**src/hdl/fhlp_pkg.sv**
```systemverilog
// shared types and constants for the framed hold list parser
package fhlp_pkg;

  localparam logic [7:0] CH_L     = 8'h6C;  // 'l'
  localparam logic [7:0] CH_HASH  = 8'h23;  // '#'
  localparam logic [7:0] CH_S     = 8'h53;
  localparam logic [7:0] CH_P     = 8'h50;
  localparam logic [7:0] CH_E     = 8'h45;
  localparam logic [7:0] CH_COMMA = 8'h2C;
  localparam logic [7:0] CH_ZERO  = 8'h30;
  localparam logic [7:0] CH_NINE  = 8'h39;

  localparam logic [1:0] ST_WAIT = 2'd0;
  localparam logic [1:0] ST_DATA = 2'd1;
  localparam logic [1:0] ST_DONE = 2'd2;
  localparam logic [1:0] ST_ERR  = 2'd3;

  localparam logic [1:0] CLS_START  = 2'd0;
  localparam logic [1:0] CLS_MOVE   = 2'd1;
  localparam logic [1:0] CLS_FINISH = 2'd2;

  localparam logic KIND_HOLD   = 1'b0;
  localparam logic KIND_STATUS = 1'b1;

  // what one input byte leaves for the back end to send
  typedef struct packed {
    logic       has_hold;
    logic [1:0] hold_class;
    logic [7:0] hold_number;
    logic       has_status;
    logic [1:0] chunk_status;
  } fhlp_entry_t;

  typedef struct packed {
    logic        valid;
    fhlp_entry_t entry;
  } fhlp_push_t;

  typedef struct packed {
    logic        not_empty;
    logic        full;
    fhlp_entry_t entry;
  } fhlp_head_t;

endpackage

```
**src/hdl/fhlp_in_if.sv**
```systemverilog
// input byte channel of the hold list parser
interface fhlp_in_if;
  logic       valid;
  logic       ready;
  logic [7:0] data_byte;
  logic       chunk_first;
  logic       chunk_last;
  logic       empty_chunk;

  modport source (output valid, data_byte, chunk_first, chunk_last, empty_chunk,
                  input ready);
  modport sink (input valid, data_byte, chunk_first, chunk_last, empty_chunk,
                output ready);
endinterface

```
**src/hdl/fhlp_out_if.sv**
```systemverilog
// result channel of the hold list parser
interface fhlp_out_if;
  logic       valid;
  logic       ready;
  logic       result_kind;
  logic [1:0] hold_class;
  logic [7:0] hold_number;
  logic [1:0] chunk_status;
  logic       last_of_item;

  modport source (output valid, result_kind, hold_class, hold_number, chunk_status,
                  last_of_item, input ready);
  modport sink (input valid, result_kind, hold_class, hold_number, chunk_status,
                last_of_item, output ready);
endinterface

```
**src/hdl/fhlp_front.sv**
```systemverilog
// front end: framing and field parsing, one byte per cycle while accept is high
module fhlp_front import fhlp_pkg::*; (
  input  logic        clk,
  input  logic        rst_n,
  input  logic        accept,
  input  logic [7:0]  data_byte,
  input  logic        chunk_first,
  input  logic        chunk_last,
  input  logic        empty_chunk,
  output fhlp_push_t  push
);

  logic [1:0] frame_state_r, frame_state_nxt;
  logic       start_phase_r, start_phase_nxt;
  logic [1:0] class_r, class_nxt;
  logic [7:0] acc_r, acc_nxt;
  logic       stopped_r, stopped_nxt;
  logic       is_digit;
  logic [7:0] digit_val;

  assign is_digit  = (data_byte >= CH_ZERO) && (data_byte <= CH_NINE);
  assign digit_val = data_byte - CH_ZERO;

  always_comb begin
    frame_state_nxt = frame_state_r;
    start_phase_nxt = start_phase_r;
    class_nxt       = class_r;
    acc_nxt         = acc_r;
    stopped_nxt     = stopped_r;
    push            = '0;

    if (empty_chunk) begin
      frame_state_nxt               = ST_WAIT;
      start_phase_nxt               = 1'b0;
      class_nxt                     = CLS_START;
      acc_nxt                       = '0;
      stopped_nxt                   = 1'b0;
      push.entry.has_status         = 1'b1;
      push.entry.chunk_status       = ST_ERR;
    end else begin
      if (chunk_first && frame_state_r == ST_DONE) begin
        frame_state_nxt = ST_WAIT;
        start_phase_nxt = 1'b0;
        class_nxt       = CLS_START;
        acc_nxt         = '0;
        stopped_nxt     = 1'b0;
      end

      if (frame_state_nxt == ST_WAIT) begin
        if (chunk_first) begin
          start_phase_nxt = (data_byte == CH_L) && !chunk_last;
        end else if (start_phase_nxt) begin
          start_phase_nxt = 1'b0;
          if (data_byte == CH_HASH) begin
            class_nxt       = CLS_START;
            acc_nxt         = '0;
            stopped_nxt     = 1'b0;
            frame_state_nxt = ST_DATA;
          end
        end
      end else if (frame_state_nxt == ST_DATA) begin
        if (chunk_last && data_byte == CH_HASH) begin
          push.entry.has_hold    = 1'b1;
          push.entry.hold_class  = class_nxt;
          push.entry.hold_number = acc_nxt;
          frame_state_nxt        = ST_DONE;
          start_phase_nxt        = 1'b0;
          class_nxt              = CLS_START;
          acc_nxt                = '0;
          stopped_nxt            = 1'b0;
        end else if (data_byte == CH_S) begin
          class_nxt = CLS_START;
        end else if (data_byte == CH_P) begin
          class_nxt = CLS_MOVE;
        end else if (data_byte == CH_E) begin
          class_nxt = CLS_FINISH;
        end else if (data_byte == CH_COMMA) begin
          push.entry.has_hold    = 1'b1;
          push.entry.hold_class  = class_nxt;
          push.entry.hold_number = acc_nxt;
          acc_nxt                = '0;
          stopped_nxt            = 1'b0;
        end else if (!stopped_nxt && is_digit) begin
          // times ten as two shifts, wraps at eight bits
          acc_nxt = (acc_nxt << 3) + (acc_nxt << 1) + digit_val;
        end else begin
          stopped_nxt = 1'b1;
        end
      end

      push.entry.has_status   = chunk_last;
      push.entry.chunk_status = chunk_last ? frame_state_nxt : ST_WAIT;
    end

    push.valid = accept && (push.entry.has_hold || push.entry.has_status);
  end

  always_ff @(posedge clk) begin
    if (!rst_n) begin
      frame_state_r <= ST_WAIT;
      start_phase_r <= 1'b0;
      class_r       <= CLS_START;
      acc_r         <= '0;
      stopped_r     <= 1'b0;
    end else if (accept) begin
      frame_state_r <= frame_state_nxt;
      start_phase_r <= start_phase_nxt;
      class_r       <= class_nxt;
      acc_r         <= acc_nxt;
      stopped_r     <= stopped_nxt;
    end
  end

endmodule

```
**src/hdl/fhlp_queue.sv**
```systemverilog
// short queue of pending result requests between front and back
module fhlp_queue import fhlp_pkg::*; #(
  parameter int DEPTH = 4
) (
  input  logic       clk,
  input  logic       rst_n,
  input  fhlp_push_t push,
  input  logic       pop,
  output fhlp_head_t head
);

  localparam int PW = (DEPTH > 1) ? $clog2(DEPTH) : 1;
  localparam int CW = $clog2(DEPTH + 1);
  localparam logic [PW-1:0] LAST_PTR = PW'(DEPTH - 1);
  localparam logic [CW-1:0] FULL_CNT = CW'(DEPTH);

  fhlp_entry_t slot_r [DEPTH];
  logic [PW-1:0] wr_ptr_r, wr_ptr_nxt;
  logic [PW-1:0] rd_ptr_r, rd_ptr_nxt;
  logic [CW-1:0] count_r, count_nxt;
  logic          do_push, do_pop;

  assign head.not_empty = (count_r != '0);
  assign head.full      = (count_r == FULL_CNT);
  assign head.entry     = slot_r[rd_ptr_r];

  assign do_push = push.valid && !head.full;
  assign do_pop  = pop && head.not_empty;

  always_comb begin
    wr_ptr_nxt = wr_ptr_r;
    rd_ptr_nxt = rd_ptr_r;
    count_nxt  = count_r;
    if (do_push) begin
      wr_ptr_nxt = (wr_ptr_r == LAST_PTR) ? '0 : wr_ptr_r + 1'b1;
    end
    if (do_pop) begin
      rd_ptr_nxt = (rd_ptr_r == LAST_PTR) ? '0 : rd_ptr_r + 1'b1;
    end
    if (do_push && !do_pop) begin
      count_nxt = count_r + 1'b1;
    end else if (do_pop && !do_push) begin
      count_nxt = count_r - 1'b1;
    end
  end

  always_ff @(posedge clk) begin
    if (!rst_n) begin
      wr_ptr_r <= '0;
      rd_ptr_r <= '0;
      count_r  <= '0;
    end else begin
      wr_ptr_r <= wr_ptr_nxt;
      rd_ptr_r <= rd_ptr_nxt;
      count_r  <= count_nxt;
    end
  end

  always_ff @(posedge clk) begin
    if (do_push) begin
      slot_r[wr_ptr_r] <= push.entry;
    end
  end

endmodule

```
**src/hdl/fhlp_back.sv**
```systemverilog
// back end: splits each queued request into results and drives the output register
module fhlp_back import fhlp_pkg::*; (
  input  logic                clk,
  input  logic                rst_n,
  input  fhlp_head_t          head,
  output logic                pop,
  fhlp_out_if.source          out_chan
);

  logic       hold_sent_r, hold_sent_nxt;
  logic       valid_r, valid_nxt;
  logic       kind_r, kind_nxt;
  logic [1:0] class_r, class_nxt;
  logic [7:0] number_r, number_nxt;
  logic [1:0] status_r, status_nxt;
  logic       last_r, last_nxt;
  logic       load;

  // output register refills when empty or being taken
  assign load = !valid_r || out_chan.ready;

  always_comb begin
    hold_sent_nxt = hold_sent_r;
    valid_nxt     = valid_r;
    kind_nxt      = kind_r;
    class_nxt     = class_r;
    number_nxt    = number_r;
    status_nxt    = status_r;
    last_nxt      = last_r;
    pop           = 1'b0;
    if (load) begin
      valid_nxt = head.not_empty;
      if (head.not_empty) begin
        if (head.entry.has_hold && !hold_sent_r) begin
          kind_nxt   = KIND_HOLD;
          class_nxt  = head.entry.hold_class;
          number_nxt = head.entry.hold_number;
          status_nxt = ST_WAIT;
          last_nxt   = !head.entry.has_status;
          if (head.entry.has_status) begin
            hold_sent_nxt = 1'b1;
          end else begin
            pop = 1'b1;
          end
        end else begin
          kind_nxt      = KIND_STATUS;
          class_nxt     = CLS_START;
          number_nxt    = '0;
          status_nxt    = head.entry.chunk_status;
          last_nxt      = 1'b1;
          hold_sent_nxt = 1'b0;
          pop           = 1'b1;
        end
      end
    end
  end

  always_ff @(posedge clk) begin
    if (!rst_n) begin
      valid_r     <= 1'b0;
      hold_sent_r <= 1'b0;
    end else begin
      valid_r     <= valid_nxt;
      hold_sent_r <= hold_sent_nxt;
    end
  end

  always_ff @(posedge clk) begin
    kind_r   <= kind_nxt;
    class_r  <= class_nxt;
    number_r <= number_nxt;
    status_r <= status_nxt;
    last_r   <= last_nxt;
  end

  assign out_chan.valid        = valid_r;
  assign out_chan.result_kind  = kind_r;
  assign out_chan.hold_class   = class_r;
  assign out_chan.hold_number  = number_r;
  assign out_chan.chunk_status = status_r;
  assign out_chan.last_of_item = last_r;

endmodule

```
**src/hdl/framed_hold_list_parser.sv**
```systemverilog
// Framed hold list parser, top level.
// in_chan takes one message byte per request with its chunk-first, chunk-last
// and empty-chunk flags. out_chan gives parsed holds (class and 8-bit number)
// and a chunk status after every chunk end; last_of_item marks the final
// result caused by one byte, and a byte may cause zero, one or two results.
// The front end parses one byte per cycle and hands its results, if any, to
// a small queue of QUEUE_DEPTH entries; the back end sends one result per
// cycle from the queue through the output register.
// A byte's results go from the queue into the output register; the
// second result of a byte is loaded as the first is taken.
// Throughput: one byte per cycle while the queue has room; sustained output
// is one result per cycle while out_chan is ready, and a byte with both a
// hold and a status stays at the queue head until both are sent.
// A stall on out_chan fills the queue, and in_ready drops only when it is
// full. Synchronous reset (rst_n low) empties the queue and the output
// register and returns the parser to waiting for a message start.
module framed_hold_list_parser import fhlp_pkg::*; #(
  parameter int QUEUE_DEPTH = 4
) (
  input  logic        clk,
  input  logic        rst_n,
  fhlp_in_if.sink     in_chan,
  fhlp_out_if.source  out_chan
);

  fhlp_push_t push;
  fhlp_head_t head;
  logic       pop;
  logic       accept;

  assign in_chan.ready = !head.full;
  assign accept        = in_chan.valid && !head.full;

  fhlp_front u_front (
    .clk         (clk),
    .rst_n       (rst_n),
    .accept      (accept),
    .data_byte   (in_chan.data_byte),
    .chunk_first (in_chan.chunk_first),
    .chunk_last  (in_chan.chunk_last),
    .empty_chunk (in_chan.empty_chunk),
    .push        (push)
  );

  fhlp_queue #(
    .DEPTH (QUEUE_DEPTH)
  ) u_queue (
    .clk   (clk),
    .rst_n (rst_n),
    .push  (push),
    .pop   (pop),
    .head  (head)
  );

  fhlp_back u_back (
    .clk      (clk),
    .rst_n    (rst_n),
    .head     (head),
    .pop      (pop),
    .out_chan (out_chan)
  );

endmodule

```
**src/flat_wrapper.sv**
```systemverilog
// flat-port wrapper written by rule: the top's interface ports become plain ports
module framed_hold_list_parser_flat import fhlp_pkg::*;
#(
  parameter int QUEUE_DEPTH = 4
)
  (clk, rst_n, in_chan_valid, in_chan_data_byte, in_chan_chunk_first, in_chan_chunk_last, in_chan_empty_chunk, in_chan_ready, out_chan_valid, out_chan_result_kind, out_chan_hold_class, out_chan_hold_number, out_chan_chunk_status, out_chan_last_of_item, out_chan_ready);
  fhlp_in_if in_chan_i ();
  fhlp_out_if out_chan_i ();
  input  logic clk;
  input  logic rst_n;
  input wire logic [$bits(in_chan_i.valid)-1:0] in_chan_valid;
  input wire logic [$bits(in_chan_i.data_byte)-1:0] in_chan_data_byte;
  input wire logic [$bits(in_chan_i.chunk_first)-1:0] in_chan_chunk_first;
  input wire logic [$bits(in_chan_i.chunk_last)-1:0] in_chan_chunk_last;
  input wire logic [$bits(in_chan_i.empty_chunk)-1:0] in_chan_empty_chunk;
  output wire logic [$bits(in_chan_i.ready)-1:0] in_chan_ready;
  output wire logic [$bits(out_chan_i.valid)-1:0] out_chan_valid;
  output wire logic [$bits(out_chan_i.result_kind)-1:0] out_chan_result_kind;
  output wire logic [$bits(out_chan_i.hold_class)-1:0] out_chan_hold_class;
  output wire logic [$bits(out_chan_i.hold_number)-1:0] out_chan_hold_number;
  output wire logic [$bits(out_chan_i.chunk_status)-1:0] out_chan_chunk_status;
  output wire logic [$bits(out_chan_i.last_of_item)-1:0] out_chan_last_of_item;
  input wire logic [$bits(out_chan_i.ready)-1:0] out_chan_ready;
  assign in_chan_i.valid = in_chan_valid;
  assign in_chan_i.data_byte = in_chan_data_byte;
  assign in_chan_i.chunk_first = in_chan_chunk_first;
  assign in_chan_i.chunk_last = in_chan_chunk_last;
  assign in_chan_i.empty_chunk = in_chan_empty_chunk;
  assign in_chan_ready = in_chan_i.ready;
  assign out_chan_valid = out_chan_i.valid;
  assign out_chan_result_kind = out_chan_i.result_kind;
  assign out_chan_hold_class = out_chan_i.hold_class;
  assign out_chan_hold_number = out_chan_i.hold_number;
  assign out_chan_chunk_status = out_chan_i.chunk_status;
  assign out_chan_last_of_item = out_chan_i.last_of_item;
  assign out_chan_i.ready = out_chan_ready;
  framed_hold_list_parser #(.QUEUE_DEPTH(QUEUE_DEPTH)) u_core (.clk(clk), .rst_n(rst_n), .in_chan(in_chan_i), .out_chan(out_chan_i));
endmodule
```
**config.mk**
```make
export PLATFORM = sky130hd
export DESIGN_NAME = framed_hold_list_parser_flat
export DESIGN_NICKNAME = d
export VERILOG_FILES = /design/src/hdl/fhlp_pkg.sv /design/src/hdl/fhlp_in_if.sv /design/src/hdl/fhlp_out_if.sv /design/src/hdl/fhlp_front.sv /design/src/hdl/fhlp_queue.sv /design/src/hdl/fhlp_back.sv /design/src/hdl/framed_hold_list_parser.sv /design/src/flat_wrapper.sv
export SDC_FILE = /design/constraint.sdc
export NUM_CORES = 1
export LEC_CHECK = 0
export CAP_MARGIN = 10
export CORE_ASPECT_RATIO = 0.6
export CORE_MARGIN = 4
export CORE_UTILIZATION = 55
export CTS_CLUSTER_DIAMETER = 30
export DETAILED_ROUTE_END_ITERATION = 8
export DONT_BUFFER_PORTS = 1
export HOLD_SLACK_MARGIN = 0.05
export PLACE_DENSITY = 0.72
export SYNTH_ARGS = -nofsm -noshare
export SYNTH_HDL_FRONTEND = slang
export SYNTH_HIERARCHICAL = 1
export SYNTH_SLANG_ARGS = --single-unit
export TNS_END_PERCENT = 10
```
**constraint.sdc**
```tcl
create_clock -name clk -period 3.6 [get_ports clk]
set_input_delay 0.72 -clock clk [delete_from_list [all_inputs] [get_ports clk]]
set_output_delay 0.72 -clock clk [all_outputs]
set_load 0.01 [all_outputs]
```
# Word-level counts from Yosys, hierarchy flattened
# Memories as Yosys holds them, arrays and structs flattened. A register that Yosys moved wholly into a read port is not among the register bits.
# Index checks and enable logic that the tools add are counted.
word_totals:
  mem_count: 1
  output_inout_bits: 16
  reg_bits: 37
  mem_bits_ro: 0
  latchBits: 0
  in_bits: 15
  mem_bits_rw: 56
classes:
  n_addsub: 7
  div: 0
  eq_ne: 12
  n_mux: 80
  shifts: 0
  n_bitwise: 0
  multipliers: 0
  reduce_logical: 27
  n_lt_le_gt_ge: 2
mem_list:
  columns: ["name", "words", "width", "read_ports", "rd_ports_with_merged_regs", "wr", "line", "rtl"]
  rows:
  - ["u_core.u_queue.slot_r", 4, 14, 1, 1, 1, "fhlp_queue.sv:17", "fhlp_entry_t slot_r [DEPTH];"]
op_table:
  columns: ["cell", "count"]
  rows:
  - ["$mux 8", 14]
  - ["$mux 11", 8]
  - ["$mux 2", 25]
  - ["$eq 8x7->1 const B", 4]
  - ["$mux 1", 30]
  - ["$add 8x8->8", 2]
  - ["$eq 8x6->1 const B", 2]
  - ["$logic_and 1x1->1", 12]
  - ["$mux 3", 3]
  - ["$ge 8x6->1 const B", 1]
  - ["$le 8x6->1 const B", 1]
  - ["$logic_not 1->1", 8]
  - ["$sub 8x6->8 const B", 1]
  - ["$eq 2x2->1 const B", 3]
  - ["$add 2x1->2 const B", 2]
  - ["$add 3x1->3 const B", 1]
  - ["$eq 3x3->1 const B", 1]
  - ["$reduce_and 3->1", 1]
  - ["$reduce_bool 3->1", 1]
  - ["$sub 3x1->3 const B", 1]
  - ["$eq 2x1->1 const B", 1]
  - ["$logic_not 2->1", 1]
  - ["$logic_or 1x1->1", 2]
  - ["$ne 2x2->1 const B", 1]
  - ["2 further kinds", 2]

# Depth between registers and ports, before layout
# Gate-level depths: netlist (run 1).
logic_depth:
  word_depth: 19
  depth_mapped: 15
  mapped_depth_nobuf: 13

# Hierarchy
# The synthesis (run 1) kept the hierarchy.
modules_own_cells:
  columns: ["module", "instances", "seq_area_each_um2", "cells_each", "area_each_um2"]
  rows:
  - ["fhlp_queue", 1, 1861.8, 124, 2523.7]
  - ["fhlp_front", 1, 280.3, 206, 1592.8]
  - ["fhlp_back", 1, 460.4, 41, 630.6]
  - ["framed_hold_list_parser", 1, 0.0, 2, 10.0]

# Least setup slack after synthesis (run 1)
# No wires, ideal clock.
synth_timing:
  path_kind: "input -> register"
  start: "in in_chan_chunk_first"
  end: "reg u_core.u_front.acc_r[7]"
  arrival_time_ps: 3447
  slack_ps: 37
  setup_time_ps: 117
  n_path_buf: 1
  path_stages: 13
  path_cell_list: "nand3b_1 > clkbuf_1 > and2_1 > ha_1 > a31o_2 > fa_1 > inv_1 > fa_1 > nand2b_1 > a21oi_1 > xnor3_1 > nor2_1 > o21ai_1"
synth_via:
  elab_chain_len: 14
  word_cells_on_any_way: 27
  cone_classes: "2 x add/sub; 1 x eq/ne; 20 x mux; 4 x reduce/logical"
synth_lines:
  columns: ["element", "line", "rtl"]
  rows:
  - ["start: declaration", "flat_wrapper.sv:13", "input wire logic [$bits(in_chan_i.chunk_first)-1:0] in_chan_chunk_first;"]
  - ["$logic_and 1x1->1", "fhlp_front.sv:41", "if (chunk_first && frame_state_r == ST_DONE) begin"]
  - ["$mux 8 or $mux 1 (tied branches)", "fhlp_front.sv:41", null]
  - ["$mux 8 or $mux 1 (tied branches)", "fhlp_front.sv:32", "if (empty_chunk) begin"]
  - ["$add 8x8->8 or $logic_not 1->1 (tied branches)", "fhlp_front.sv:85, fhlp_front.sv:83", null]
  - ["$add 8x8->8 or $logic_and 1x1->1 (tied branches)", "fhlp_front.sv:85, fhlp_front.sv:83", null]
  - ["$mux 8", "fhlp_front.sv:83", "end else if (!stopped_nxt && is_digit) begin"]
  - ["$mux 8", "fhlp_front.sv:77", "end else if (data_byte == CH_COMMA) begin"]
  - ["$mux 8", "fhlp_front.sv:75", "end else if (data_byte == CH_E) begin"]
  - ["$mux 8", "fhlp_front.sv:73", "end else if (data_byte == CH_P) begin"]
  - ["$mux 8", "fhlp_front.sv:71", "end else if (data_byte == CH_S) begin"]
  - ["$mux 8", "fhlp_front.sv:62", "if (chunk_last && data_byte == CH_HASH) begin"]
  - ["$mux 8", "fhlp_front.sv:61", "end else if (frame_state_nxt == ST_DATA) begin"]
  - ["$mux 8 (*)", "fhlp_front.sv:49", "if (frame_state_nxt == ST_WAIT) begin"]
  - ["$mux 8 (*)", "fhlp_front.sv:32", null]
  - ["end signal: assignment", "fhlp_front.sv:109", "acc_r <= acc_nxt;"]
  - ["end: declaration", "fhlp_front.sv:16", "logic [7:0] acc_r, acc_nxt;"]
# Every way passes the cells marked *; elsewhere a longest branch is shown, timed or not. The select of a mux whose other input is x is not followed.
# A chain may end at the register's enable or synchronous reset.

# Final worst setup path (run 1)
layout_timing:
  start: "reg u_core.u_front.frame_state_r[0]"
  end: "reg u_core.u_front.acc_r[7]"
layout_via:
  elab_chain_len: 15
  word_cells_on_any_way: 28
  cone_classes: "2 x add/sub; 2 x eq/ne; 20 x mux; 4 x reduce/logical"
layout_lines:
  columns: ["element", "line", "rtl"]
  rows:
  - ["start: declaration", "fhlp_front.sv:13", "logic [1:0] frame_state_r, frame_state_nxt;"]
  - ["start signal: assignment", "fhlp_front.sv:106", "frame_state_r <= frame_state_nxt;"]
  - ["$eq 2x2->1", "fhlp_front.sv:41", null]
  - ["$logic_and 1x1->1", "fhlp_front.sv:41", null]
  - ["$mux 8 or $mux 1 (tied branches)", "fhlp_front.sv:41", null]
  - ["$mux 8 or $mux 1 (tied branches)", "fhlp_front.sv:32", null]
  - ["$add 8x8->8 or $logic_not 1->1 (tied branches)", "fhlp_front.sv:85, fhlp_front.sv:83", null]
  - ["$add 8x8->8 or $logic_and 1x1->1 (tied branches)", "fhlp_front.sv:85, fhlp_front.sv:83", null]
  - ["$mux 8", "fhlp_front.sv:83", null]
  - ["$mux 8", "fhlp_front.sv:77", null]
  - ["$mux 8", "fhlp_front.sv:75", null]
  - ["$mux 8", "fhlp_front.sv:73", null]
  - ["$mux 8", "fhlp_front.sv:71", null]
  - ["$mux 8", "fhlp_front.sv:62", null]
  - ["$mux 8", "fhlp_front.sv:61", null]
  - ["$mux 8 (*)", "fhlp_front.sv:49", null]
  - ["$mux 8 (*)", "fhlp_front.sv:32", null]
# Marks and branches as above.

==> results.py, run 1 <==
metrics = {
    "cells_and_area": {
        "area_growth_pct": 10.10,
        "design_area_sq_um": 5238,
        "final_layout_size_suffix_gt1_share_pct": 16.88,
        "fin_cells": 499,
        "antennaDiodeCount": 0,
        "final_net_count": 423,
        "fillers": 588,
        "fin_util_pct": 64.40,
    },
    "detailed_routing": {
        "vias_per_cell": 5.988,
        "drc_errors": 0,
        "first_pass_iters": 5,
        "postRouteAntennaNets": 0,
        "dr_total_vias": 2988,
        "routedWlPerCell_microns": 19.60,
        "wl_mm": 9.778,
        "drt_iter0_markers": 338,
    },
    "setup_path": {
        "cp_slowest_cell": "fa_1",
        "critPathKind": "reg2reg",
        "critPathCaptureType": "flip-flop",
        "critPathMaxStageDelay_ns": 0.51,
        "critical_path_depth": 12,
        "crit_buf_inv": 1,
        "worstPathCellList": "nand3b_1 > and2_1 > ha_1 > a31o_2 > fa_1 > inv_1 > fa_1 > nand2b_1 > a21oi_1 > xnor3_1 > nor2_1 > o21ai_1",
        "crit_path_start_kind": "flip-flop",
        "cp_max_fo": 4,
        "required_ns": 3.83,
        "cp_common_cell": "fa_1",
        "cp_data_arrival_time_ns": 3.47,
        "rr_worst_depth": 12,
        "cp_top_family": "adder cells",
    },
    "grt": {
        "gr-usage-all-layers_pct": 20.85,
        "grt_pass1_wl_mm": 15.80,
        "grt_max_degree": 22,
        "antenna_found_initial": 0,
        "grt_pass1_vias": 2864,
        "grt_overflow": 0,
    },
    "clock_tree": {
        "ctsHoldBuffers": 0,
        "cts_tree": "yes",
        "path_clk_slew_ns": 0.06,
        "post_cts.repair.setup_buffers": 0,
        "htree_levels": 3,
        "clockBufferDepth": 2,
        "root_buffer": "clkbuf_16",
        "cts.sinks": 95,
        "numCtsBuffers": 9,
        "cts_resized": 0,
        "clk_latency_ns": 0.34,
    },
    "min_path": {
        "hp-class": "reg2reg",
        "min_path_cells": 2,
    },
    "place": {
        "dp_hpwl_mm": 7.066,
        "portBuffers": 0,
        "gp_congestion": 0.8871,
        "dp.cells": 483,
        "pre_cts_ws_ns": 0.05645,
        "placed_area_sq_um": 4921,
    },
    "pwr": {
        "p_leak_nw": 1.944,
        "vdd_drop_max_mv": 0.3662,
        "power_density_nw_per_um2": 600.0,
    },
    "synthesis": {
        "syn_avg_cell_area_sq_um": 12.75,
        "synth_edf_count": 70,
        "ys_seq_area_share_pct": 54.71,
        "synth_common_cells": "edfxtp_1, nand2_1, dfxtp_1",
        "yosysUniqueCellTypes": 65,
        "postSynth.asyncResetShare_pct": 0,
        "synth-warning-count": 6,
        "syn_inst": 373,
        "synth_top_area_cell": "edfxtp_1",
        "syn_nets": 410,
        "yosysMostFrequentCell": "edfxtp_1",
        "ys.flop_type": "edfxtp_1",
        "yosysTopAreaCellShare_pct": 44.19,
        "yosys-top-cells-area": "edfxtp_1, dfxtp_1, mux4_2",
        "ys_seq_elements": 95,
        "syn_area_sq_um": 4757,
    },
    "sta": {
        "setup_tns_ns": 0,
        "final.setup_skew_ns": 0.005689,
        "fmax_mhz": 308.7,
        "finalCritPeriodShare_pct": 89.97,
        "fin_crit_ns": 3.239,
        "timing.final.ws_setup_ns": 0.3611,
        "final-hold-violation-count": 0,
        "worstMarginPinSlew_ns": 0.8111,
        "slew_headroom_pct": 45.43,
        "rsz0062_at_grt": "no",
        "maxSlewViolCount": 0,
        "setup_violations": 0,
    },
    "die": {
        "core-area_sq_um": 8133,
        "initial_utilization_pct": 58.49,
        "die_x_microns": 128.1,
        "fp-row-count": 25,
        "die-area_sq_um": 10250,
        "die_h_microns": 80.04,
        "ios": 31,
    },
    "flow_run": {
        "cap_violations": 0,
    },
    "status": {
        "outcome": "complete, no violations",
    },
}
==> metrics by stage <==
step,power (mW),hold slack (ns)
final,3.142,0.4522
after CTS,3.172,0.4502
after detailed placement,2.202,0.4405
after floorplan,2.078,0.4227
after global placement,2.168,0.4355
after global routing,3.305,0.4970
==> worst reg2reg max path, stage by stage (launching register included) <==
cell      delay (ns)
dfxtp_1         0.31
nand3b_1        0.27
and2_1          0.26
ha_1            0.20
a31o_2          0.23
fa_1            0.51
inv_1           0.07
fa_1            0.45
nand2b_1        0.16
a21oi_1         0.12
xnor3_1         0.39
nor2_1          0.11
o21ai_1         0.06
==> layout make-up <==
cell class / count / area, sq um / share of cell area, %
clock buffer: 11 / 252.7 / 4.826
clock inverter: 5 / 63.81 / 1.218
inverter: 23 / 86.33 / 1.648
multi-input combinational: 240 / 1969 / 37.60
sequential: 95 / 2603 / 49.69
tap: 108 / 135.1 / 2.580
timing repair buffer: 17 / 127.6 / 2.437
==> layout by cell type (no fill, tap or decap), types with 5 or more instances in the layout <==
cell and n:
a21o_1 6, a21oi_1 10, and2_1 19, and2_2 7, buf_4 17, clkbuf_16 9, dfxtp_1 25, edfxtp_1 70
fa_1 5, ha_1 17, inv_1 23, mux2i_1 5, mux4_2 12, nand2_1 28, nand2b_1 6, nand3_1 9
nor2_1 15, nor2b_1 11, nor4_1 7, o21ai_0 14, xor2_1 5
==> power by group <==
part           total [mW]  internal [mW]  switching [mW]
clock               0.976          0.581           0.395
sequential           1.53           1.40           0.126
combinational       0.636          0.302           0.334
total                3.14           2.29           0.856
==> flip-flops by register name (all words and copies together), names as in the netlist, named ones only <==
| name | flops |
|---|---|
| u_core/u_front/start_phase_r | 1 |
| u_core/u_back/out_chan.hold_number | 8 |
| u_core/u_queue/slot_r | 56 |
| u_core/u_front/class_r | 2 |
| u_core/u_back/out_chan.result_kind | 1 |
| u_core/u_back/out_chan.chunk_status | 2 |
| u_core/u_queue/rd_ptr_r | 2 |
| u_core/u_back/out_chan.last_of_item | 1 |
| u_core/u_queue/wr_ptr_r | 2 |
| u_core/u_back/hold_sent_r | 1 |
| u_core/u_front/frame_state_r | 2 |
| u_core/u_front/stopped_r | 1 |
| u_core/u_queue/count_r | 3 |
| u_core/u_front/acc_r | 8 |
| u_core/u_back/out_chan.valid | 1 |
| u_core/u_back/out_chan.hold_class | 2 |
==> worst paths after layout <==
check	startpoint	slack, ns	endpoint
max	u_core/u_front/frame_state_r[0]	0.36	u_core/u_front/acc_r[7]
min	u_core/u_front/class_r[0]	0.45	u_core/u_front/class_r[0]
max reg2reg	u_core/u_front/frame_state_r[0]	0.36	u_core/u_front/acc_r[7]
min reg2reg	u_core/u_front/class_r[0]	0.45	u_core/u_front/class_r[0]
==> logic make-up after synthesis <==
kind of cell,Yosys count,share of synthesized area [%]
AOI/OAI and AO/OA,58,8.628
muxes,19,7.838
DFF,95,54.71
buffers and inverters,38,3.893
adders and majority gates,22,6.575
xor gates and xnor gates,10,2.130
and+or+nand+nor,131,16.23
==> layer usage <==
layer / up-vias / GRT usage (%) / wire length, microns
met4: 0 / 5.720 / 136
met1: 1451 / 29.46 / 4585
li1: 1398 / - / -
met2: 125 / 30.79 / 4232
met3: 14 / 7.152 / 824
met5: - / 0 / 0
No activity file was read; power rests on OpenSTA's default activity.
==> inputs of run 2 (changes only) <==
--- a/config.mk
+++ b/config.mk
@@ -5,6 +5,7 @@
 export SDC_FILE = /design/constraint.sdc
 export NUM_CORES = 1
 export LEC_CHECK = 0
+export ABC_AREA = 1
 export CAP_MARGIN = 10
 export CORE_ASPECT_RATIO = 0.6
 export CORE_MARGIN = 4
@@ -13,7 +14,7 @@
 export DETAILED_ROUTE_END_ITERATION = 8
 export DONT_BUFFER_PORTS = 1
 export HOLD_SLACK_MARGIN = 0.05
-export PLACE_DENSITY = 0.72
+export PLACE_DENSITY = 0.69
 export SYNTH_ARGS = -nofsm -noshare
 export SYNTH_HDL_FRONTEND = slang
 export SYNTH_HIERARCHICAL = 1
==> constraint.sdc (replaced) <==
create_clock -name clk -period 3.1 [get_ports clk]
set_input_delay 0.62 -clock clk [delete_from_list [all_inputs] [get_ports clk]]
set_output_delay 0.62 -clock clk [all_outputs]
set_load 0.01 [all_outputs]
==> results.py, run 2 <==
metrics = {
    "cells_and_area": {
        "area_growth_pct": 12.32,
        "largest_reg_flops": 56,
        "final_common_cell": "nand2_1",
        "fin_util_pct": 64.01,
        "final_layout_size_suffix_gt1_share_pct": 14.95,
        "antennaDiodeCount": 0,
        "fin_cells": 674,
        "most-common-layout-cells": "nand2_1, nor2_1, edfxtp_1",
        "top_register": "u_core/u_queue/slot_r",
        "final_net_count": 594,
    },
    "grt": {
        "grt_pass1_wl_mm": 17.24,
        "grt_overflow": 0,
        "grt_pass1_vias": 3349,
        "grt_max_degree": 19,
        "gr-usage-all-layers_pct": 21.43,
        "antenna_found_initial": 0,
    },
    "detailed_routing": {
        "drt_iter0_markers": 340,
        "postRouteAntennaNets": 0,
        "first_pass_iters": 5,
        "drc_errors": 0,
        "routedWlPerCell_microns": 16.14,
        "wl_mm": 10.88,
        "dr_total_vias": 3738,
        "vias_per_cell": 5.546,
    },
    "pwr": {
        "power_density_nw_per_um2": 676.3,
        "vdd_drop_max_mv": 0.4335,
        "p_leak_nw": 2.310,
    },
    "clock_tree": {
        "htree_levels": 3,
        "cts_resized": 0,
        "post_cts.repair.setup_buffers": 0,
        "ctsHoldBuffers": 0,
        "clockBufferDepth": 2,
        "cts_tree": "yes",
        "clk_latency_ns": 0.34,
        "numCtsBuffers": 9,
        "cts.sinks": 95,
        "root_buffer": "clkbuf_16",
        "path_clk_slew_ns": 0.07,
    },
    "flow_run": {
        "cap_violations": 0,
    },
    "status": {
        "outcome": "complete, no violations",
    },
    "die": {
        "die-area_sq_um": 10480,
        "die_h_microns": 80.93,
        "fp-row-count": 26,
        "ios": 31,
        "core-area_sq_um": 8556,
        "die_x_microns": 129.6,
        "initial_utilization_pct": 56.99,
    },
    "sta": {
        "setup_violations": 0,
        "maxSlewViolCount": 0,
        "final.setup_skew_ns": 0.009041,
        "slew_headroom_pct": 61.35,
        "final-hold-violation-count": 0,
        "worstMarginPinSlew_ns": 0.5791,
        "fmax_mhz": 340.7,
        "timing.final.ws_setup_ns": 0.1649,
        "setup_tns_ns": 0,
        "fin_crit_ns": 2.935,
        "finalCritPeriodShare_pct": 94.68,
    },
    "setup_path": {
        "worstPathCellList": "inv_2 > nand3_4 > nand2_4 > xor2_1 > inv_1 > ha_2 > o21bai_4 > fa_1 > inv_2 > fa_2 > nor2_4 > o21ai_1 > nand2_1 > nand3b_1 > nand3_1 > nand2_1 > nand2_1 > nand2_1 > nand2_1 > nand2_1 > a21oi_1",
        "cp_data_arrival_time_ns": 3.14,
        "setup.worst_path.start": "u_core/u_front/frame_state_r[0]",
        "regToRegEndpoint": "u_core/u_front/acc_r[7]",
        "rr_worst_depth": 21,
        "crit_buf_inv": 3,
        "required_ns": 3.30,
        "reg2reg_slack_ns": 0.16,
        "critPathCaptureType": "flip-flop",
        "critPathKind": "reg2reg",
        "rr_startpoint": "u_core/u_front/frame_state_r[0]",
        "critPathMaxStageDelay_ns": 0.52,
        "cp_common_cell": "nand2_1",
        "cp_slowest_cell": "fa_1",
        "cp_top_family": "adder cells",
        "cp_max_fo": 4,
        "crit_path_start_kind": "flip-flop",
    },
    "place": {
        "gp_congestion": 0.9924,
        "portBuffers": 0,
        "dp_hpwl_mm": 7.785,
        "pre_cts_ws_ns": -0.1126,
        "dp.cells": 658,
    },
    "synthesis": {
        "syn_inst": 533,
        "syn_area_sq_um": 4876,
        "synth-warning-count": 6,
        "ys_seq_area_share_pct": 53.37,
        "synth_common_cells": "nand2_1, nor2_1, edfxtp_1",
        "ys_seq_elements": 95,
        "ys.flop_type": "edfxtp_1",
        "synth_edf_count": 70,
        "postSynth.asyncResetShare_pct": 0,
        "yosysMostFrequentCell": "nand2_1",
        "syn_nets": 570,
        "yosysTopAreaCellShare_pct": 43.11,
        "synth_top_area_cell": "edfxtp_1",
        "yosys-top-cells-area": "edfxtp_1, dfxtp_1, nand2_1",
        "syn_avg_cell_area_sq_um": 9.148,
        "yosysUniqueCellTypes": 40,
    },
    "min_path": {
        "hp-start": "rst_n",
        "holdPathEnd": "u_core/u_queue/wr_ptr_r[0]",
        "hp-class": "in2reg",
        "min_path_cells": 2,
    },
}
run 2: cell types whose count changed in the layout (fill, tap and decap cells not counted), sizes merged, moves of 15 or more:
cell and change:
and2 -26, nand2 +76, inv +53, a21oi +15, o22ai +15, o21ai +33
nor2 +79
run 2: how the worst max path moves through the flow:
stage | to | slack, ns | depth (start not counted)
floorplan | u_core/u_front/acc_r[7] | -0.08 | 21
detailed placement | u_core/u_front/acc_r[6] | -0.11 | 17
finish | u_core/u_front/acc_r[7] | 0.16 | 21
global route | u_core/u_front/acc_r[7] | -0.01 | 21
global placement | u_core/u_front/acc_r[7] | -0.002 | 20
CTS | u_core/u_front/acc_r[6] | 0.07 | 17
run 2: through the flow:
stage	area (sq um)	power, mW	hold slack (ns)
2_1_floorplan	4895	2.430	0.4447
3_3_place_gp	5170	2.607	0.4532
3_5_place_dp	5170	2.647	0.4555
4_1_cts	5460	3.723	0.3895
5_1_grt	5477	3.914	0.3892
6_report	5477	3.704	0.4015
run 2: area by class of cell:
| class | count | area [sq um] |
|---|---|---|
| Clock buffer | 10 | 229.0 |
| Clock inverter | 6 | 61.31 |
| Fill cell | 701 | 3079 |
| Inverter | 76 | 285.3 |
| Multi-Input combinational cell | 349 | 1911 |
| Sequential cell | 95 | 2605 |
| Tap cell | 112 | 140.1 |
| Timing Repair Buffer | 26 | 245.2 |
run 2: report_power, final:
group,internal [mW],switching [mW],total (mW)
clock network,0.624,0.457,1.08
registers,1.63,0.151,1.78
logic,0.276,0.562,0.838
run 2: per-layer routing:
metal / wire length, microns / track usage [%]
met1: 5093 / 31.44
met2: 4760 / 31.92
met3: 900 / 5.585
met4: 122 / 5.498
met5: 0 / 0
run 2: worst reg2reg max path: cells and delay by family (launching register included):
family	cells	cell delay, ns
adders and majority gates	3	1.06
and+or+nand+nor	11	0.78
DFF	1	0.32
AOI/OAI and AO/OA	3	0.27
buffers and inverters	3	0.22
xor gates and xnor gates	1	0.14
run 2: logic make-up after synthesis:
group,synth area share [%]
xor gates and xnor gates,0.3593
DFF,53.37
and+or+nand+nor,20.55
AOI/OAI and AO/OA,11.19
buffers and inverters,8.109
adders and majority gates,6.415
==> inputs of run 3 (changes only) <==
--- a/config.mk
+++ b/config.mk
@@ -14,7 +14,7 @@
 export DETAILED_ROUTE_END_ITERATION = 8
 export DONT_BUFFER_PORTS = 1
 export HOLD_SLACK_MARGIN = 0.05
-export PLACE_DENSITY = 0.69
+export PLACE_DENSITY = 0.7
 export SYNTH_ARGS = -nofsm -noshare
 export SYNTH_HDL_FRONTEND = slang
 export SYNTH_HIERARCHICAL = 1
==> results.py, run 3 (same netlist as run 2, synthesis figures left out) <==
metrics = {
    "status": {
        "outcome": "complete, no violations",
    },
    "sta": {
        "final-hold-violation-count": 0,
        "finalCritPeriodShare_pct": 96.54,
        "final.setup_skew_ns": 0.006493,
        "fin_crit_ns": 2.993,
        "maxSlewViolCount": 0,
        "worstMarginPinSlew_ns": 0.7807,
        "setup_tns_ns": 0,
        "fmax_mhz": 334.2,
        "timing.final.ws_setup_ns": 0.1074,
        "slew_headroom_pct": 47.76,
        "rsz0062_at_grt": "yes",
        "setup_violations": 0,
    },
    "place": {
        "pre_cts_ws_ns": -0.1179,
        "gp_congestion": 0.9487,
        "portBuffers": 0,
        "dp.cells": 657,
        "dp_hpwl_mm": 7.861,
        "placed_area_sq_um": 5162,
    },
    "die": {
        "die_x_microns": 129.6,
        "die_h_microns": 80.93,
        "core-area_sq_um": 8556,
        "fp-row-count": 26,
        "ios": 31,
        "initial_utilization_pct": 56.99,
        "die-area_sq_um": 10480,
    },
    "cells_and_area": {
        "design_area_sq_um": 5520,
        "top_register": "u_core/u_queue/slot_r",
        "most-common-layout-cells": "nand2_1, nor2_1, edfxtp_1",
        "fillers": 695,
        "final_common_cell": "nand2_1",
        "largest_reg_flops": 56,
        "area_growth_pct": 13.22,
        "fin_cells": 673,
        "ff_latch_area_sq_um": 2605,
        "antennaDiodeCount": 0,
        "final_layout_size_suffix_gt1_share_pct": 14.80,
        "multi_input_area_sq_um": 1907,
        "final_net_count": 593,
    },
    "setup_path": {
        "cp_slowest_cell": "fa_1",
        "cp_data_arrival_time_ns": 3.20,
        "required_ns": 3.31,
        "crit_path_start_kind": "flip-flop",
        "cp_max_fo": 4,
        "critPathMaxStageDelay_ns": 0.50,
        "critPathCaptureType": "flip-flop",
        "critPathKind": "reg2reg",
        "cp_common_cell": "a21oi_1",
        "worstPathCellList": "inv_2 > nand3_4 > nand2_4 > xor2_1 > inv_1 > ha_2 > o21bai_4 > fa_1 > ha_1 > a21oi_1 > nor2_1 > nor2_1 > xor2_1 > nand2_1 > nand2_1 > a21oi_1 > o21ai_0 > a21oi_1",
    },
    "grt": {
        "grt_pass1_vias": 3482,
        "grt_overflow": 0,
        "grt_max_degree": 29,
        "antenna_found_initial": 0,
        "grt_pass1_wl_mm": 17.47,
        "gr-usage-all-layers_pct": 22.06,
    },
    "clock_tree": {
        "numCtsBuffers": 9,
        "clk_latency_ns": 0.34,
        "cts.sinks": 95,
        "cts_tree": "yes",
        "path_clk_slew_ns": 0.06,
        "htree_levels": 3,
        "clockBufferDepth": 2,
        "root_buffer": "clkbuf_16",
        "ctsHoldBuffers": 0,
        "post_cts.repair.setup_buffers": 0,
    },
    "flow_run": {
        "cap_violations": 0,
    },
    "detailed_routing": {
        "dr_total_vias": 3725,
        "wl_mm": 10.76,
        "routedWlPerCell_microns": 15.99,
        "vias_per_cell": 5.535,
        "drt_iter0_markers": 366,
        "drc_errors": 0,
        "first_pass_iters": 5,
        "postRouteAntennaNets": 0,
    },
    "pwr": {
        "power_density_nw_per_um2": 695.7,
        "fin_total_pwr_mw": 3.841,
        "p_leak_nw": 2.327,
        "vdd_drop_max_mv": 0.4480,
    },
    "min_path": {
        "hp-class": "in2reg",
    },
}
[run 3: final timing paths]
path                                                 startpoint                         end  slack (ns)  cells after the start
worst max-delay path            u_core/u_front/frame_state_r[0]     u_core/u_front/acc_r[6]        0.11                     18
worst min register to register          u_core/u_front/acc_r[3]     u_core/u_front/acc_r[3]        0.47                      2
worst max register to register  u_core/u_front/frame_state_r[0]     u_core/u_front/acc_r[6]        0.11                     18
worst min-delay path                                      rst_n  u_core/u_queue/wr_ptr_r[1]        0.39                      2
[run 3: area by class of cell]
| type | instances | area share (%) |
|---|---|---|
| clock inverter | 6 | 1.972 |
| multi-input combinational | 349 | 34.54 |
| inverter | 76 | 5.168 |
| sequential | 95 | 47.19 |
| clock buffer | 10 | 4.148 |
| tap | 112 | 2.539 |
| timing repair buffer | 25 | 4.442 |
[run 3: metrics by stage]
step | hold WS [ns] | util [%]
2_1_floorplan | 0.4447 | -
3_3_place_gp | 0.4545 | 60.34
3_5_place_dp | 0.4613 | 60.34
4_1_cts | 0.3828 | 64.29
5_1_grt | 0.3844 | 64.52
6_report | 0.3947 | 64.52
[run 3: per-layer routing]
metal	wire length, microns	vias to the layer above	track usage, %
li1	-	1815	-
met1	4927	1733	31.15
met2	4730	159	33.21
met3	947	18	6.899
met4	154	0	6.017
met5	0	-	0
[run 3: worst max-delay path, delay by kind of cell, from the launching register on]
kind            cells  cell delay [ns]
xor+xnor            2             0.28
buf+inv             2             0.15
simple gates        6             0.50
compound gates      5             0.61
fa+ha+maj           3             0.99
flops               1             0.33
[run 3: what timing repair did]
| item | in CTS | in global routing |
|---|---|---|
| setup endpoints to repair | 0 | 2 |
| hold endpoints to repair | 0 | 0 |
| resized for setup | 0 | 8 |
[run 3: power by group]
part,internal [mW],switching [mW]
Sequential,1.63,0.145
Combinational,0.272,0.561
Clock,0.785,0.443
